[src/rtl/rjf_pkg.sv]
`timescale 1ns / 1ps

package rjf_pkg;

    // Fixed field widths of the channels
    localparam int COORD_W  = 16;
    localparam int AREA_W   = 2 * (COORD_W + 1);
    localparam int SUM_W    = 48;
    localparam int COUNT_W  = 16;
    localparam int THR_W    = 31;

    // Queue between front and back
    localparam int QUEUE_DEPTH = 4;
    localparam int QUEUE_PTR_W = 2;
    localparam int QUEUE_CNT_W = 3;

    // Divisor of the relative overhead test
    localparam int DIV_CONST = 100;

    // Configuration space
    localparam int CFG_ADDR_W = 3;
    localparam int CFG_DATA_W = 32;
    localparam logic [0:0] REG_JOIN_THRESHOLD = 1'b0;

    typedef enum logic [1:0] {
        KIND_FILLER    = 2'd0,
        KIND_SUMMARY   = 2'd1,
        KIND_ORDER_ERR = 2'd2
    } kind_t;

    // Rectangle after the front: masked edges plus its own area
    typedef struct packed {
        logic [COORD_W-1:0]       left;
        logic [COORD_W-1:0]       top;
        logic [COORD_W-1:0]       right;
        logic [COORD_W-1:0]       bottom;
        logic                     first_rect;
        logic                     last_rect;
        logic signed [AREA_W-1:0] area;
    } rect_rec_t;

    typedef struct packed {
        kind_t              kind;
        logic [COORD_W-1:0] out_left;
        logic [COORD_W-1:0] out_top;
        logic [COORD_W-1:0] out_right;
        logic [COORD_W-1:0] out_bottom;
        logic [SUM_W-1:0]   overhead_total;
        logic [COUNT_W-1:0] joins_done;
        logic               run_end;
    } result_t;

endpackage

[src/rtl/rjf_in_if.sv]
`timescale 1ns / 1ps

interface rjf_in_if;
    logic        valid;
    logic        ready;
    logic [15:0] left;
    logic [15:0] top;
    logic [15:0] right;
    logic [15:0] bottom;
    logic        first_rect;
    logic        last_rect;

    modport source (
        output valid, left, top, right, bottom, first_rect, last_rect,
        input  ready
    );
    modport sink (
        input  valid, left, top, right, bottom, first_rect, last_rect,
        output ready
    );
endinterface

[src/rtl/rjf_out_if.sv]
`timescale 1ns / 1ps

interface rjf_out_if;
    logic        valid;
    logic        ready;
    logic [1:0]  kind;
    logic [15:0] out_left;
    logic [15:0] out_top;
    logic [15:0] out_right;
    logic [15:0] out_bottom;
    logic [47:0] overhead_total;
    logic [15:0] joins_done;
    logic        run_end;

    modport source (
        output valid, kind, out_left, out_top, out_right, out_bottom,
               overhead_total, joins_done, run_end,
        input  ready
    );
    modport sink (
        input  valid, kind, out_left, out_top, out_right, out_bottom,
               overhead_total, joins_done, run_end,
        output ready
    );
endinterface

[src/rtl/rect_join_filler_unit.sv]
`timescale 1ns / 1ps

// Rectangle join filler.
// rect (sink): one rectangle per transaction, in band order, with first_rect
// and last_rect marking the region boundaries.
// result (source): filler rectangles, order errors and end-of-region
// summaries; run_end marks the last result of a rectangle.
// APB port: join_threshold at byte address 0, written at the access cycle,
// readable; pready is always high.
// A rectangle passes the front register, the queue and the result register
// before its first result shows on the result port.
// Throughput: one rectangle per cycle while each gives at most one result
// and the receiver is ready; a rectangle with a join and a summary fills both
// result slots; the next waits until the second leaves. The back loop (one
// multiply, add and compare on the previous rectangle) sets this rate.
// Reset clears the previous rectangle, totals, abort flag, queue and
// threshold. When the receiver stalls, results wait in a two-entry result
// stage and rectangles collect in the four-entry queue and front register
// before rect.ready drops.
module rect_join_filler_unit #(
    parameter int COORD_BITS = 16
) (
    input  logic                              clk,
    input  logic                              rst_n,
    rjf_in_if.sink                            rect,
    rjf_out_if.source                         result,
    input  logic                              psel,
    input  logic                              penable,
    input  logic                              pwrite,
    input  logic [rjf_pkg::CFG_ADDR_W-1:0]    paddr,
    input  logic [rjf_pkg::CFG_DATA_W-1:0]    pwdata,
    output logic [rjf_pkg::CFG_DATA_W-1:0]    prdata,
    output logic                              pready
);
    localparam int TW = rjf_pkg::THR_W;
    localparam int DW = rjf_pkg::CFG_DATA_W;

    logic [TW-1:0]      thr_reg, thr_next;
    logic               cfg_wr, sel_thr;
    logic               push, full, pop, head_valid;
    rjf_pkg::rect_rec_t push_data, head;

    // Configuration register
    assign pready  = 1'b1;
    assign sel_thr = (paddr[rjf_pkg::CFG_ADDR_W-1:2] == rjf_pkg::REG_JOIN_THRESHOLD);
    assign cfg_wr  = psel && penable && pwrite && pready;

    always_comb
    begin
        thr_next = thr_reg;
        if (cfg_wr && sel_thr)
        begin
            thr_next = pwdata[TW-1:0];
        end
        prdata = sel_thr ? DW'(thr_reg) : '0;
    end

    always_ff @(posedge clk or negedge rst_n)
    begin
        if (!rst_n)
        begin
            thr_reg <= '0;
        end
        else
        begin
            thr_reg <= thr_next;
        end
    end

    rjf_front #(
        .COORD_BITS (COORD_BITS)
    ) u_front (
        .clk        (clk),
        .rst_n      (rst_n),
        .rect       (rect),
        .push       (push),
        .push_data  (push_data),
        .full       (full)
    );

    rjf_queue u_queue (
        .clk        (clk),
        .rst_n      (rst_n),
        .push       (push),
        .push_data  (push_data),
        .full       (full),
        .pop        (pop),
        .head       (head),
        .head_valid (head_valid)
    );

    rjf_back #(
        .COORD_BITS (COORD_BITS)
    ) u_back (
        .clk            (clk),
        .rst_n          (rst_n),
        .head           (head),
        .head_valid     (head_valid),
        .pop            (pop),
        .join_threshold (thr_reg),
        .result         (result)
    );

endmodule

[src/rtl/rjf_front.sv]
`timescale 1ns / 1ps

module rjf_front #(
    parameter int COORD_BITS = 16
) (
    input  logic                clk,
    input  logic                rst_n,
    rjf_in_if.sink              rect,
    output logic                push,
    output rjf_pkg::rect_rec_t  push_data,
    input  logic                full
);
    localparam int CW = rjf_pkg::COORD_W;
    localparam int AW = rjf_pkg::AREA_W;
    localparam int DW = COORD_BITS + 1;
    localparam int PW = 2 * DW;

    logic                     valid_reg;
    logic                     valid_next;
    rjf_pkg::rect_rec_t       rec_reg;
    logic                     accept;
    logic [COORD_BITS-1:0]    cl, ct, cr, cb;
    logic signed [DW-1:0]     width, height;
    logic signed [PW-1:0]     area;

    // Mask edges to the coordinate range and take the rectangle's own area
    always_comb
    begin
        cl     = rect.left[COORD_BITS-1:0];
        ct     = rect.top[COORD_BITS-1:0];
        cr     = rect.right[COORD_BITS-1:0];
        cb     = rect.bottom[COORD_BITS-1:0];
        width  = $signed({1'b0, cr}) - $signed({1'b0, cl});
        height = $signed({1'b0, cb}) - $signed({1'b0, ct});
        area   = width * height;
    end

    assign push       = valid_reg && !full;
    assign rect.ready = !valid_reg || !full;
    assign accept     = rect.valid && rect.ready;
    assign push_data  = rec_reg;

    always_comb
    begin
        valid_next = valid_reg;
        if (accept)
        begin
            valid_next = 1'b1;
        end
        else if (push)
        begin
            valid_next = 1'b0;
        end
    end

    always_ff @(posedge clk or negedge rst_n)
    begin
        if (!rst_n)
        begin
            valid_reg <= 1'b0;
        end
        else
        begin
            valid_reg <= valid_next;
        end
    end

    // Payload stage, no reset needed
    always_ff @(posedge clk)
    begin
        if (accept)
        begin
            rec_reg.left       <= CW'(cl);
            rec_reg.top        <= CW'(ct);
            rec_reg.right      <= CW'(cr);
            rec_reg.bottom     <= CW'(cb);
            rec_reg.first_rect <= rect.first_rect;
            rec_reg.last_rect  <= rect.last_rect;
            rec_reg.area       <= AW'(area);
        end
    end

endmodule

[src/rtl/rjf_queue.sv]
`timescale 1ns / 1ps

module rjf_queue (
    input  logic                clk,
    input  logic                rst_n,
    input  logic                push,
    input  rjf_pkg::rect_rec_t  push_data,
    output logic                full,
    input  logic                pop,
    output rjf_pkg::rect_rec_t  head,
    output logic                head_valid
);
    localparam int DEPTH = rjf_pkg::QUEUE_DEPTH;
    localparam int PW    = rjf_pkg::QUEUE_PTR_W;
    localparam int NW    = rjf_pkg::QUEUE_CNT_W;

    rjf_pkg::rect_rec_t mem [DEPTH];
    logic [PW-1:0]      wr_ptr_reg, wr_ptr_next;
    logic [PW-1:0]      rd_ptr_reg, rd_ptr_next;
    logic [NW-1:0]      count_reg, count_next;
    logic               do_pop;

    assign full       = (count_reg == NW'(DEPTH));
    assign head_valid = (count_reg != '0);
    assign head       = mem[rd_ptr_reg];
    assign do_pop     = pop && head_valid;

    always_comb
    begin
        wr_ptr_next = wr_ptr_reg;
        rd_ptr_next = rd_ptr_reg;
        count_next  = count_reg;
        if (push)
        begin
            wr_ptr_next = wr_ptr_reg + PW'(1);
        end
        if (do_pop)
        begin
            rd_ptr_next = rd_ptr_reg + PW'(1);
        end
        if (push && !do_pop)
        begin
            count_next = count_reg + NW'(1);
        end
        else if (do_pop && !push)
        begin
            count_next = count_reg - NW'(1);
        end
    end

    always_ff @(posedge clk or negedge rst_n)
    begin
        if (!rst_n)
        begin
            wr_ptr_reg <= '0;
            rd_ptr_reg <= '0;
            count_reg  <= '0;
        end
        else
        begin
            wr_ptr_reg <= wr_ptr_next;
            rd_ptr_reg <= rd_ptr_next;
            count_reg  <= count_next;
        end
    end

    // Entry storage
    always_ff @(posedge clk)
    begin
        if (push)
        begin
            mem[wr_ptr_reg] <= push_data;
        end
    end

endmodule

[src/rtl/rjf_back.sv]
`timescale 1ns / 1ps

module rjf_back #(
    parameter int COORD_BITS = 16
) (
    input  logic                       clk,
    input  logic                       rst_n,
    input  rjf_pkg::rect_rec_t         head,
    input  logic                       head_valid,
    output logic                       pop,
    input  logic [rjf_pkg::THR_W-1:0]  join_threshold,
    rjf_out_if.source                  result
);
    localparam int CW   = rjf_pkg::COORD_W;
    localparam int SUMW = rjf_pkg::SUM_W;
    localparam int NW   = rjf_pkg::COUNT_W;
    localparam int DW   = COORD_BITS + 1;
    localparam int PW   = 2 * DW;
    localparam int SW   = PW + 1;
    localparam int OVW  = PW + 2;
    localparam int CMPW = (OVW > 32) ? OVW : 32;
    localparam int HW   = OVW + 8;
    localparam int TW   = SUMW + 2;

    // Previous rectangle, its area and the region totals
    logic [COORD_BITS-1:0] pl_reg, pt_reg, pr_reg, pb_reg;
    logic [COORD_BITS-1:0] pl_next, pt_next, pr_next, pb_next;
    logic signed [PW-1:0]  parea_reg, parea_next;
    logic [SUMW-1:0]       sum_reg, sum_next;
    logic [NW-1:0]         cnt_reg, cnt_next;
    logic                  aborted_reg, aborted_next;

    // Two result slots: A drives the port, B holds a second result
    rjf_pkg::result_t      a_reg, a_next, b_reg, b_next;
    logic                  a_valid_reg, a_valid_next;
    logic                  b_valid_reg, b_valid_next;

    logic                  do_pop;
    logic [COORD_BITS-1:0] cl, ct, cr, cb;
    logic [COORD_BITS-1:0] bl, bt, br, bb;
    logic                  same_band, order_err;
    logic signed [DW-1:0]  mul_x, mul_y;
    logic signed [PW-1:0]  prod, a2;
    logic signed [SW-1:0]  s_sum;
    logic signed [OVW-1:0] ov;
    logic signed [CMPW-1:0] ov_c, thr_c;
    logic signed [HW-1:0]  hv, s_h;
    logic                  below_thr, rel_small;
    logic signed [TW-1:0]  t_sum;
    logic [SUMW-1:0]       sum_join;
    logic [NW-1:0]         cnt_join;
    logic                  take_join, is_box, err, skip, upd_prev, emit_sum;
    logic [SUMW-1:0]       sum_after;
    logic [NW-1:0]         cnt_after;
    rjf_pkg::result_t      fill_res, sum_res, err_res, r0, r1;
    logic                  r0_valid, r1_valid;

    assign do_pop = head_valid && !b_valid_reg && (!a_valid_reg || result.ready);
    assign pop    = do_pop;

    // Edges, band test and bounding box
    always_comb
    begin
        cl        = head.left[COORD_BITS-1:0];
        ct        = head.top[COORD_BITS-1:0];
        cr        = head.right[COORD_BITS-1:0];
        cb        = head.bottom[COORD_BITS-1:0];
        same_band = (ct == pt_reg) && (cb == pb_reg);
        order_err = (pr_reg > cl);
        bl        = (pl_reg < cl) ? pl_reg : cl;
        br        = (pr_reg > cr) ? pr_reg : cr;
        bt        = (pt_reg < ct) ? pt_reg : ct;
        bb        = (pb_reg > cb) ? pb_reg : cb;
    end

    // One shared multiplier: gap area in a band, box area across bands.
    // In the same band the box height equals the band height.
    always_comb
    begin
        if (same_band)
        begin
            mul_x = $signed({1'b0, cl}) - $signed({1'b0, pr_reg});
        end
        else
        begin
            mul_x = $signed({1'b0, br}) - $signed({1'b0, bl});
        end
        mul_y = $signed({1'b0, bb}) - $signed({1'b0, bt});
        prod  = mul_x * mul_y;
        a2    = $signed(head.area[PW-1:0]);
        s_sum = SW'(parea_reg) + SW'(a2);
        if (same_band)
        begin
            ov = OVW'(prod);
        end
        else
        begin
            ov = OVW'(prod) - OVW'(s_sum);
        end
    end

    // Join tests. ov < trunc(S / 100) is rewritten without a divider:
    // S >= 0: 100 * ov + 100 <= S;  S < 0: 100 * ov < S.
    always_comb
    begin
        ov_c      = CMPW'(ov);
        thr_c     = $signed(CMPW'({1'b0, join_threshold}));
        below_thr = (ov_c < thr_c);
        hv        = (HW'(ov) <<< 6) + (HW'(ov) <<< 5) + (HW'(ov) <<< 2);
        s_h       = HW'(s_sum);
        if (s_sum[SW-1])
        begin
            rel_small = (hv < s_h);
        end
        else
        begin
            rel_small = ((hv + HW'(rjf_pkg::DIV_CONST)) <= s_h);
        end
    end

    // Saturating totals after a join
    always_comb
    begin
        t_sum = $signed({2'b00, sum_reg}) + TW'(ov);
        if (t_sum[TW-1])
        begin
            sum_join = '0;
        end
        else if (t_sum[TW-2:SUMW] != '0)
        begin
            sum_join = '1;
        end
        else
        begin
            sum_join = t_sum[SUMW-1:0];
        end
        cnt_join = (cnt_reg == '1) ? cnt_reg : cnt_reg + NW'(1);
    end

    // Classify the transaction and form its results
    always_comb
    begin
        take_join = 1'b0;
        is_box    = 1'b0;
        err       = 1'b0;
        skip      = 1'b0;
        upd_prev  = 1'b0;
        if (head.first_rect)
        begin
            upd_prev = 1'b1;
        end
        else if (aborted_reg)
        begin
            skip = 1'b1;
        end
        else if (same_band)
        begin
            if (order_err)
            begin
                err = 1'b1;
            end
            else
            begin
                upd_prev  = 1'b1;
                take_join = below_thr;
            end
        end
        else
        begin
            upd_prev  = 1'b1;
            take_join = below_thr || rel_small;
            is_box    = take_join;
        end
        emit_sum = head.last_rect && !skip && !err;

        if (take_join)
        begin
            sum_after = sum_join;
            cnt_after = cnt_join;
        end
        else if (head.first_rect)
        begin
            sum_after = '0;
            cnt_after = '0;
        end
        else
        begin
            sum_after = sum_reg;
            cnt_after = cnt_reg;
        end

        fill_res                = '0;
        fill_res.kind           = rjf_pkg::KIND_FILLER;
        fill_res.run_end        = !emit_sum;
        if (same_band)
        begin
            fill_res.out_left   = CW'(pr_reg);
            fill_res.out_top    = CW'(pt_reg);
            fill_res.out_right  = CW'(cl);
            fill_res.out_bottom = CW'(pb_reg);
        end
        else
        begin
            fill_res.out_left   = CW'(bl);
            fill_res.out_top    = CW'(bt);
            fill_res.out_right  = CW'(br);
            fill_res.out_bottom = CW'(bb);
        end

        sum_res                = '0;
        sum_res.kind           = rjf_pkg::KIND_SUMMARY;
        sum_res.overhead_total = sum_after;
        sum_res.joins_done     = cnt_after;
        sum_res.run_end        = 1'b1;

        err_res         = '0;
        err_res.kind    = rjf_pkg::KIND_ORDER_ERR;
        err_res.run_end = 1'b1;

        if (err)
        begin
            r0       = err_res;
            r0_valid = 1'b1;
            r1       = sum_res;
            r1_valid = 1'b0;
        end
        else
        begin
            r0       = take_join ? fill_res : sum_res;
            r0_valid = take_join || emit_sum;
            r1       = sum_res;
            r1_valid = take_join && emit_sum;
        end
    end

    // Next state of the previous rectangle, totals and result slots
    always_comb
    begin
        pl_next      = pl_reg;
        pt_next      = pt_reg;
        pr_next      = pr_reg;
        pb_next      = pb_reg;
        parea_next   = parea_reg;
        sum_next     = sum_reg;
        cnt_next     = cnt_reg;
        aborted_next = aborted_reg;
        a_next       = a_reg;
        b_next       = b_reg;
        a_valid_next = a_valid_reg;
        b_valid_next = b_valid_reg;

        if (do_pop)
        begin
            sum_next = sum_after;
            cnt_next = cnt_after;
            if (head.first_rect)
            begin
                aborted_next = 1'b0;
            end
            else if (err)
            begin
                aborted_next = 1'b1;
            end
            if (upd_prev)
            begin
                if (is_box)
                begin
                    pl_next    = bl;
                    pt_next    = bt;
                    pr_next    = br;
                    pb_next    = bb;
                    parea_next = prod;
                end
                else
                begin
                    pl_next    = cl;
                    pt_next    = ct;
                    pr_next    = cr;
                    pb_next    = cb;
                    parea_next = a2;
                end
            end
            a_next       = r0;
            a_valid_next = r0_valid;
            b_next       = r1;
            b_valid_next = r1_valid;
        end
        else if (a_valid_reg && result.ready)
        begin
            a_next       = b_reg;
            a_valid_next = b_valid_reg;
            b_valid_next = 1'b0;
        end
    end

    always_ff @(posedge clk or negedge rst_n)
    begin
        if (!rst_n)
        begin
            pl_reg      <= '0;
            pt_reg      <= '0;
            pr_reg      <= '0;
            pb_reg      <= '0;
            parea_reg   <= '0;
            sum_reg     <= '0;
            cnt_reg     <= '0;
            aborted_reg <= 1'b0;
            a_valid_reg <= 1'b0;
            b_valid_reg <= 1'b0;
        end
        else
        begin
            pl_reg      <= pl_next;
            pt_reg      <= pt_next;
            pr_reg      <= pr_next;
            pb_reg      <= pb_next;
            parea_reg   <= parea_next;
            sum_reg     <= sum_next;
            cnt_reg     <= cnt_next;
            aborted_reg <= aborted_next;
            a_valid_reg <= a_valid_next;
            b_valid_reg <= b_valid_next;
        end
    end

    // Result payload, no reset needed
    always_ff @(posedge clk)
    begin
        a_reg <= a_next;
        b_reg <= b_next;
    end

    assign result.valid          = a_valid_reg;
    assign result.kind           = a_reg.kind;
    assign result.out_left       = a_reg.out_left;
    assign result.out_top        = a_reg.out_top;
    assign result.out_right      = a_reg.out_right;
    assign result.out_bottom     = a_reg.out_bottom;
    assign result.overhead_total = a_reg.overhead_total;
    assign result.joins_done     = a_reg.joins_done;
    assign result.run_end        = a_reg.run_end;

    // Second slot is only ever filled behind the first
    a_slot_order: assert property (@(posedge clk) disable iff (!rst_n)
        b_valid_reg |-> a_valid_reg)
        else $error("second result slot holds data while first is empty");

    // No transaction is taken while a second result is still pending
    a_pop_room: assert property (@(posedge clk) disable iff (!rst_n)
        do_pop |-> !b_valid_reg)
        else $error("transaction taken with no room for its results");

    // A region start clears the abort flag
    a_first_clears: assert property (@(posedge clk) disable iff (!rst_n)
        (do_pop && head.first_rect) |=> !aborted_reg)
        else $error("abort flag survived a region start");

    // Join count only drops at a region start
    a_count_mono: assert property (@(posedge clk) disable iff (!rst_n)
        (do_pop && !head.first_rect) |=> (cnt_reg >= $past(cnt_reg)))
        else $error("join count decreased inside a region");

endmodule

[src/flat_wrapper.sv]
// flat-port wrapper written by rule: the top's interface ports become plain ports
module rect_join_filler_unit_flat 
#(
    parameter int COORD_BITS = 16
)
  (clk, rst_n, psel, penable, pwrite, paddr, pwdata, prdata, pready, rect_valid, rect_left, rect_top, rect_right, rect_bottom, rect_first_rect, rect_last_rect, rect_ready, result_valid, result_kind, result_out_left, result_out_top, result_out_right, result_out_bottom, result_overhead_total, result_joins_done, result_run_end, result_ready);
  rjf_in_if rect_i ();
  rjf_out_if result_i ();
  input  logic clk;
  input  logic rst_n;
  input  logic psel;
  input  logic penable;
  input  logic pwrite;
  input  logic [rjf_pkg::CFG_ADDR_W-1:0] paddr;
  input  logic [rjf_pkg::CFG_DATA_W-1:0] pwdata;
  output logic [rjf_pkg::CFG_DATA_W-1:0] prdata;
  output logic pready;
  input wire logic [$bits(rect_i.valid)-1:0] rect_valid;
  input wire logic [$bits(rect_i.left)-1:0] rect_left;
  input wire logic [$bits(rect_i.top)-1:0] rect_top;
  input wire logic [$bits(rect_i.right)-1:0] rect_right;
  input wire logic [$bits(rect_i.bottom)-1:0] rect_bottom;
  input wire logic [$bits(rect_i.first_rect)-1:0] rect_first_rect;
  input wire logic [$bits(rect_i.last_rect)-1:0] rect_last_rect;
  output wire logic [$bits(rect_i.ready)-1:0] rect_ready;
  output wire logic [$bits(result_i.valid)-1:0] result_valid;
  output wire logic [$bits(result_i.kind)-1:0] result_kind;
  output wire logic [$bits(result_i.out_left)-1:0] result_out_left;
  output wire logic [$bits(result_i.out_top)-1:0] result_out_top;
  output wire logic [$bits(result_i.out_right)-1:0] result_out_right;
  output wire logic [$bits(result_i.out_bottom)-1:0] result_out_bottom;
  output wire logic [$bits(result_i.overhead_total)-1:0] result_overhead_total;
  output wire logic [$bits(result_i.joins_done)-1:0] result_joins_done;
  output wire logic [$bits(result_i.run_end)-1:0] result_run_end;
  input wire logic [$bits(result_i.ready)-1:0] result_ready;
  assign rect_i.valid = rect_valid;
  assign rect_i.left = rect_left;
  assign rect_i.top = rect_top;
  assign rect_i.right = rect_right;
  assign rect_i.bottom = rect_bottom;
  assign rect_i.first_rect = rect_first_rect;
  assign rect_i.last_rect = rect_last_rect;
  assign rect_ready = rect_i.ready;
  assign result_valid = result_i.valid;
  assign result_kind = result_i.kind;
  assign result_out_left = result_i.out_left;
  assign result_out_top = result_i.out_top;
  assign result_out_right = result_i.out_right;
  assign result_out_bottom = result_i.out_bottom;
  assign result_overhead_total = result_i.overhead_total;
  assign result_joins_done = result_i.joins_done;
  assign result_run_end = result_i.run_end;
  assign result_i.ready = result_ready;
  rect_join_filler_unit #(.COORD_BITS(COORD_BITS)) u_core (.clk(clk), .rst_n(rst_n), .rect(rect_i), .result(result_i), .psel(psel), .penable(penable), .pwrite(pwrite), .paddr(paddr), .pwdata(pwdata), .prdata(prdata), .pready(pready));
endmodule
[config.mk]
export PLATFORM = sky130hd
export DESIGN_NAME = rect_join_filler_unit_flat
export DESIGN_NICKNAME = d
export VERILOG_FILES = /design/src/rtl/rjf_pkg.sv /design/src/rtl/rjf_in_if.sv /design/src/rtl/rjf_out_if.sv /design/src/rtl/rect_join_filler_unit.sv /design/src/rtl/rjf_front.sv /design/src/rtl/rjf_queue.sv /design/src/rtl/rjf_back.sv /design/src/flat_wrapper.sv
export SDC_FILE = /design/constraint.sdc
export NUM_CORES = 2
export LEC_CHECK = 0
export ABC_AREA = 0
export BUFFER_PORTS_ARGS = -buffer_cell sky130_fd_sc_hd__buf_2
export CORE_AREA = 2 2 390 392
export CTS_CLUSTER_DIAMETER = 200
export DETAILED_ROUTE_END_ITERATION = 7
export DIE_AREA = 0 0 392 394
export HOLD_SLACK_MARGIN = 0.03
export PLACE_DENSITY = 0.66
export REMOVE_ABC_BUFFERS = 1
export SLEW_MARGIN = 10
export SYNTH_ARGS = -nofsm -noshare
export SYNTH_HDL_FRONTEND = slang
export SYNTH_SLANG_ARGS = --single-unit
export TNS_END_PERCENT = 100
[constraint.sdc]
create_clock -name clk -period 26.7 [get_ports clk]
set_input_delay 2.67 -clock clk [delete_from_list [all_inputs] [get_ports clk]]
set_output_delay 2.67 -clock clk [all_outputs]
set_load 0.02 [all_outputs]
==> summary by stage <==
Outcome
The flow ran to the end, and the final reports show no timing, DRC or antenna violations.

Global route
The via count of the first global-routing pass is 53,973. The maximum number of pins on one net before global-route repair is 131. After global routing the overflow that remains totals 0.

Global routing used 26.0% of the available tracks. The first-pass GRT wire length is 309,000 microns. The number of antenna violations at the first check in global routing came to 7.

Critical path
By startpoint and endpoint, the worst setup path is classified as reg -> reg. The worst-path maximum fanout is 32. Among all stages on the critical path, the largest delay is contributed by sky130_fd_sc_hd__dfrtp_4. For this run, the slowest stage of the critical path takes 0.88 ns.

The startpoint kind of the worst setup timing path is a flop. The worst endpoint data arrival time is 25.35 ns. The capturing element type of the critical path is a flop. The worst endpoint required time is 27.11 ns.

Cells and area
In the layout the commonest cells are sky130_fd_sc_hd__inv_1 (972), sky130_fd_sc_hd__edfxtp_1 (695), sky130_fd_sc_hd__nand2_1 (666), sky130_fd_sc_hd__fa_1 (628), sky130_fd_sc_hd__ha_1 (583). The fraction of layout instances using a drive strength above 1 is 11.4%. Cells fill 54.3% of the core in the end. The area growth from synthesis to final layout is 9.47%. The final non-filler cell total is 9,363. The number of flip-flops under the largest register name is 400.

Leaving out fill and tap cells, the most frequent cell in the layout is sky130_fd_sc_hd__inv_1. The net count of the finished layout is 8,574.

Clock network
The TritonCTS clock tree is yes. The clock passes through at most 3 buffers. The clock network latency to the later pin of the worst-skew pair is 0.76 ns. The H-tree was split into 3 levels. The clock net sink count is 899. The number of buffers inserted during clock tree synthesis is 94. In this run the clock root is driven by a sky130_fd_sc_hd__clkbuf_16. The clock-pin slew of the registers on the worst-case setup and hold paths is 0.06 ns.

Timing
The number of hold violations in the final report is 0. Across the routed clock network, the largest skew measured is 0.104 ns. The relative slew slack is 15.6%.

Setup repair after global routing left no endpoint under its margin. The post-route fraction of the period consumed by the critical path is 93.4%. Setup total negative slack on the finished layout was measured at 0 ns. The timing-limited maximum frequency is 40.1 MHz. The final critical-path required period is 24.94 ns. The slew of the pin with the lowest slew margin is 1.23 ns. The count of pins over their slew limit is 0. Setup violations remaining at the end of the flow were counted as 0.

Drt
The number of nets with antenna violations after routing is 0. The detailed-route vias per instance is 5.67. In the final routed layout, each cell accounts on average for 21.1 microns. The number of DRC violations after detailed-routing iteration 0 is 4,110. After detailed routing, the number of remaining DRC violations is 0. For this block, the routed nets add up to 198,000 microns of wire. Summing over every cut layer, the via total after detailed routing is 53,125.

The first detailed-routing pass ran for 6 iterations.

Hold path
The path class of the tightest hold or removal check is reg -> reg.

Logic synthesis
The mean post-synth cell area is 10.6 sq um. Synthesis handed over a netlist of 7,014 instances. In this run, synthesis inferred 695 flip-flops with an integrated enable. The synthesized design contains 899 register bits. The share of synthesized area occupied by flip-flops and latches is 34.8%. For this run, the leading register cell type out of synthesis is sky130_fd_sc_hd__edfxtp_1. For this run, the number of Yosys warnings is 0.

The share of flip-flops with an asynchronous set or reset is 22.7%. The post-synthesis cell area is 74,700 sq um. The number of distinct standard cells referenced by the synthesized netlist is 119.

Floorplan
The starting density of the core is 49.6%. The die is 394 microns tall. The number of rows in the core area is 143. The I/O pin count is 274. The standard cell core area is 151,000 sq um. The die width is 392 microns. The die covers 154,000 sq um.

Placement
The placer's final routability congestion estimate is 0.947. The detailed placement HPWL is 153,000 microns. The total placed cells including tap cells is 9,189. Input and output buffers added on the ports amount to 268.

Job
The tool flagged a number of max-cap violations equal to 0.
[layer usage]
| metal | track usage, % | up-vias | share of wire (%) | routed length [microns] |
|---|---|---|---|---|
| met4 | 8.53 | 2 | 3.4 | 6680 |
| met5 | 0 | - | 0.0051 | 10 |
| li1 | - | 24564 | - | - |
| met1 | 36.2 | 26493 | 43 | 85100 |
| met2 | 41.5 | 1777 | 46 | 91600 |
| met3 | 4.27 | 289 | 7.2 | 14300 |
[cell usage after synthesis (all sizes together) (63+ instances only)]
master / number / area [sq um]
nor2: 538 / 2020
nand3: 74 / 370
a211oi: 97 / 753
ha: 583 / 7290
a21oi: 275 / 1380
mux4: 100 / 2250
o21a: 80 / 601
clkbuf: 153 / 578
a22o: 71 / 622
inv: 973 / 3650
buf: 74 / 439
xnor2: 246 / 2180
dfrtp: 204 / 5100
nand2: 669 / 2510
and2: 103 / 644
nand4: 63 / 400
xor2: 92 / 821
fa: 628 / 12600
edfxtp: 695 / 20900
mux2: 93 / 1050
o21ai: 311 / 1600
mux2i: 97 / 971
a21o: 143 / 1070
[cell families (layout without fill, tap and decap cells)]
group,after synthesis,after routing,synth area share (%)
adder cells (fa/ha/maj),1217,1217,26.7
AO/OA/AOI/OAI,1277,1277,11.5
AND/OR/NAND/NOR,1787,1787,11.0
other,2,4,0.0101
XOR/XNOR,340,340,4.07
flip-flops,899,899,34.8
buffers and inverters,1202,1519,6.26
multiplexers,290,290,5.72
[critical path, delay by kind of cell, from the launching register on]
family                   cells  cell delay [ns]
multiplexers                 2             0.94
AND/OR/NAND/NOR             20             5.63
AO/OA/AOI/OAI               31             8.25
flip-flops                   1             0.88
adder cells (fa/ha/maj)     16             6.92
buffers and inverters        9             1.19
XOR/XNOR                     2             0.73
[what timing repair did]
| item | CTS | global route |
|---|---|---|
| hold buffers | 0 | 0 |
| buffers inserted | 0 | 0 |
| setup endpoints to repair | 0 | 4 |
| resized for setup | 0 | 1 |
[stage by stage]
step | setup slack, ns | cell area (sq um) | hold WS, ns
after floorplan | -0.595 | 73700 | 0.456
after global routing | 0.113 | 81800 | 0.478
after global placement | 1.83 | 78600 | 0.468
final | 1.76 | 81800 | 0.468
after detailed placement | 1.67 | 78600 | 0.478
after CTS | 1.55 | 81800 | 0.455
[worst paths after layout]
check	end	from	cells past startpoint	slack, ns
max in group asynchronous	u_core.thr_reg[28]	rst_n	2	23.29
worst max register to register	u_core.u_back.result.kind[0]	u_core.u_queue.rd_ptr_reg[0]	80	1.76
worst max-delay path	u_core.u_back.result.kind[0]	u_core.u_queue.rd_ptr_reg[0]	80	1.76
worst min-delay path	u_core.u_queue.mem[1][11]	u_core.u_front.push_data[11]	0	0.47
min in group asynchronous	u_core.u_back.pl_reg[6]	rst_n	1	1.93
worst min register to register	u_core.u_queue.mem[1][11]	u_core.u_front.push_data[11]	0	0.47
[layout make-up]
type	count	area [sq um]
Clock inverter	58	691
Fill cell	13196	68900
Multi-Input combinational cell	4913	44300
Inverter	975	3660
Sequential cell	899	26000
Clock buffer	114	2430
Timing Repair Buffer	372	2170
Antenna cell	2	5.00
Tap cell	2030	2540
Power is left out: the tool's default activity adds up to more than one toggle a clock period on the data nets, which glitch-free logic cannot reach.
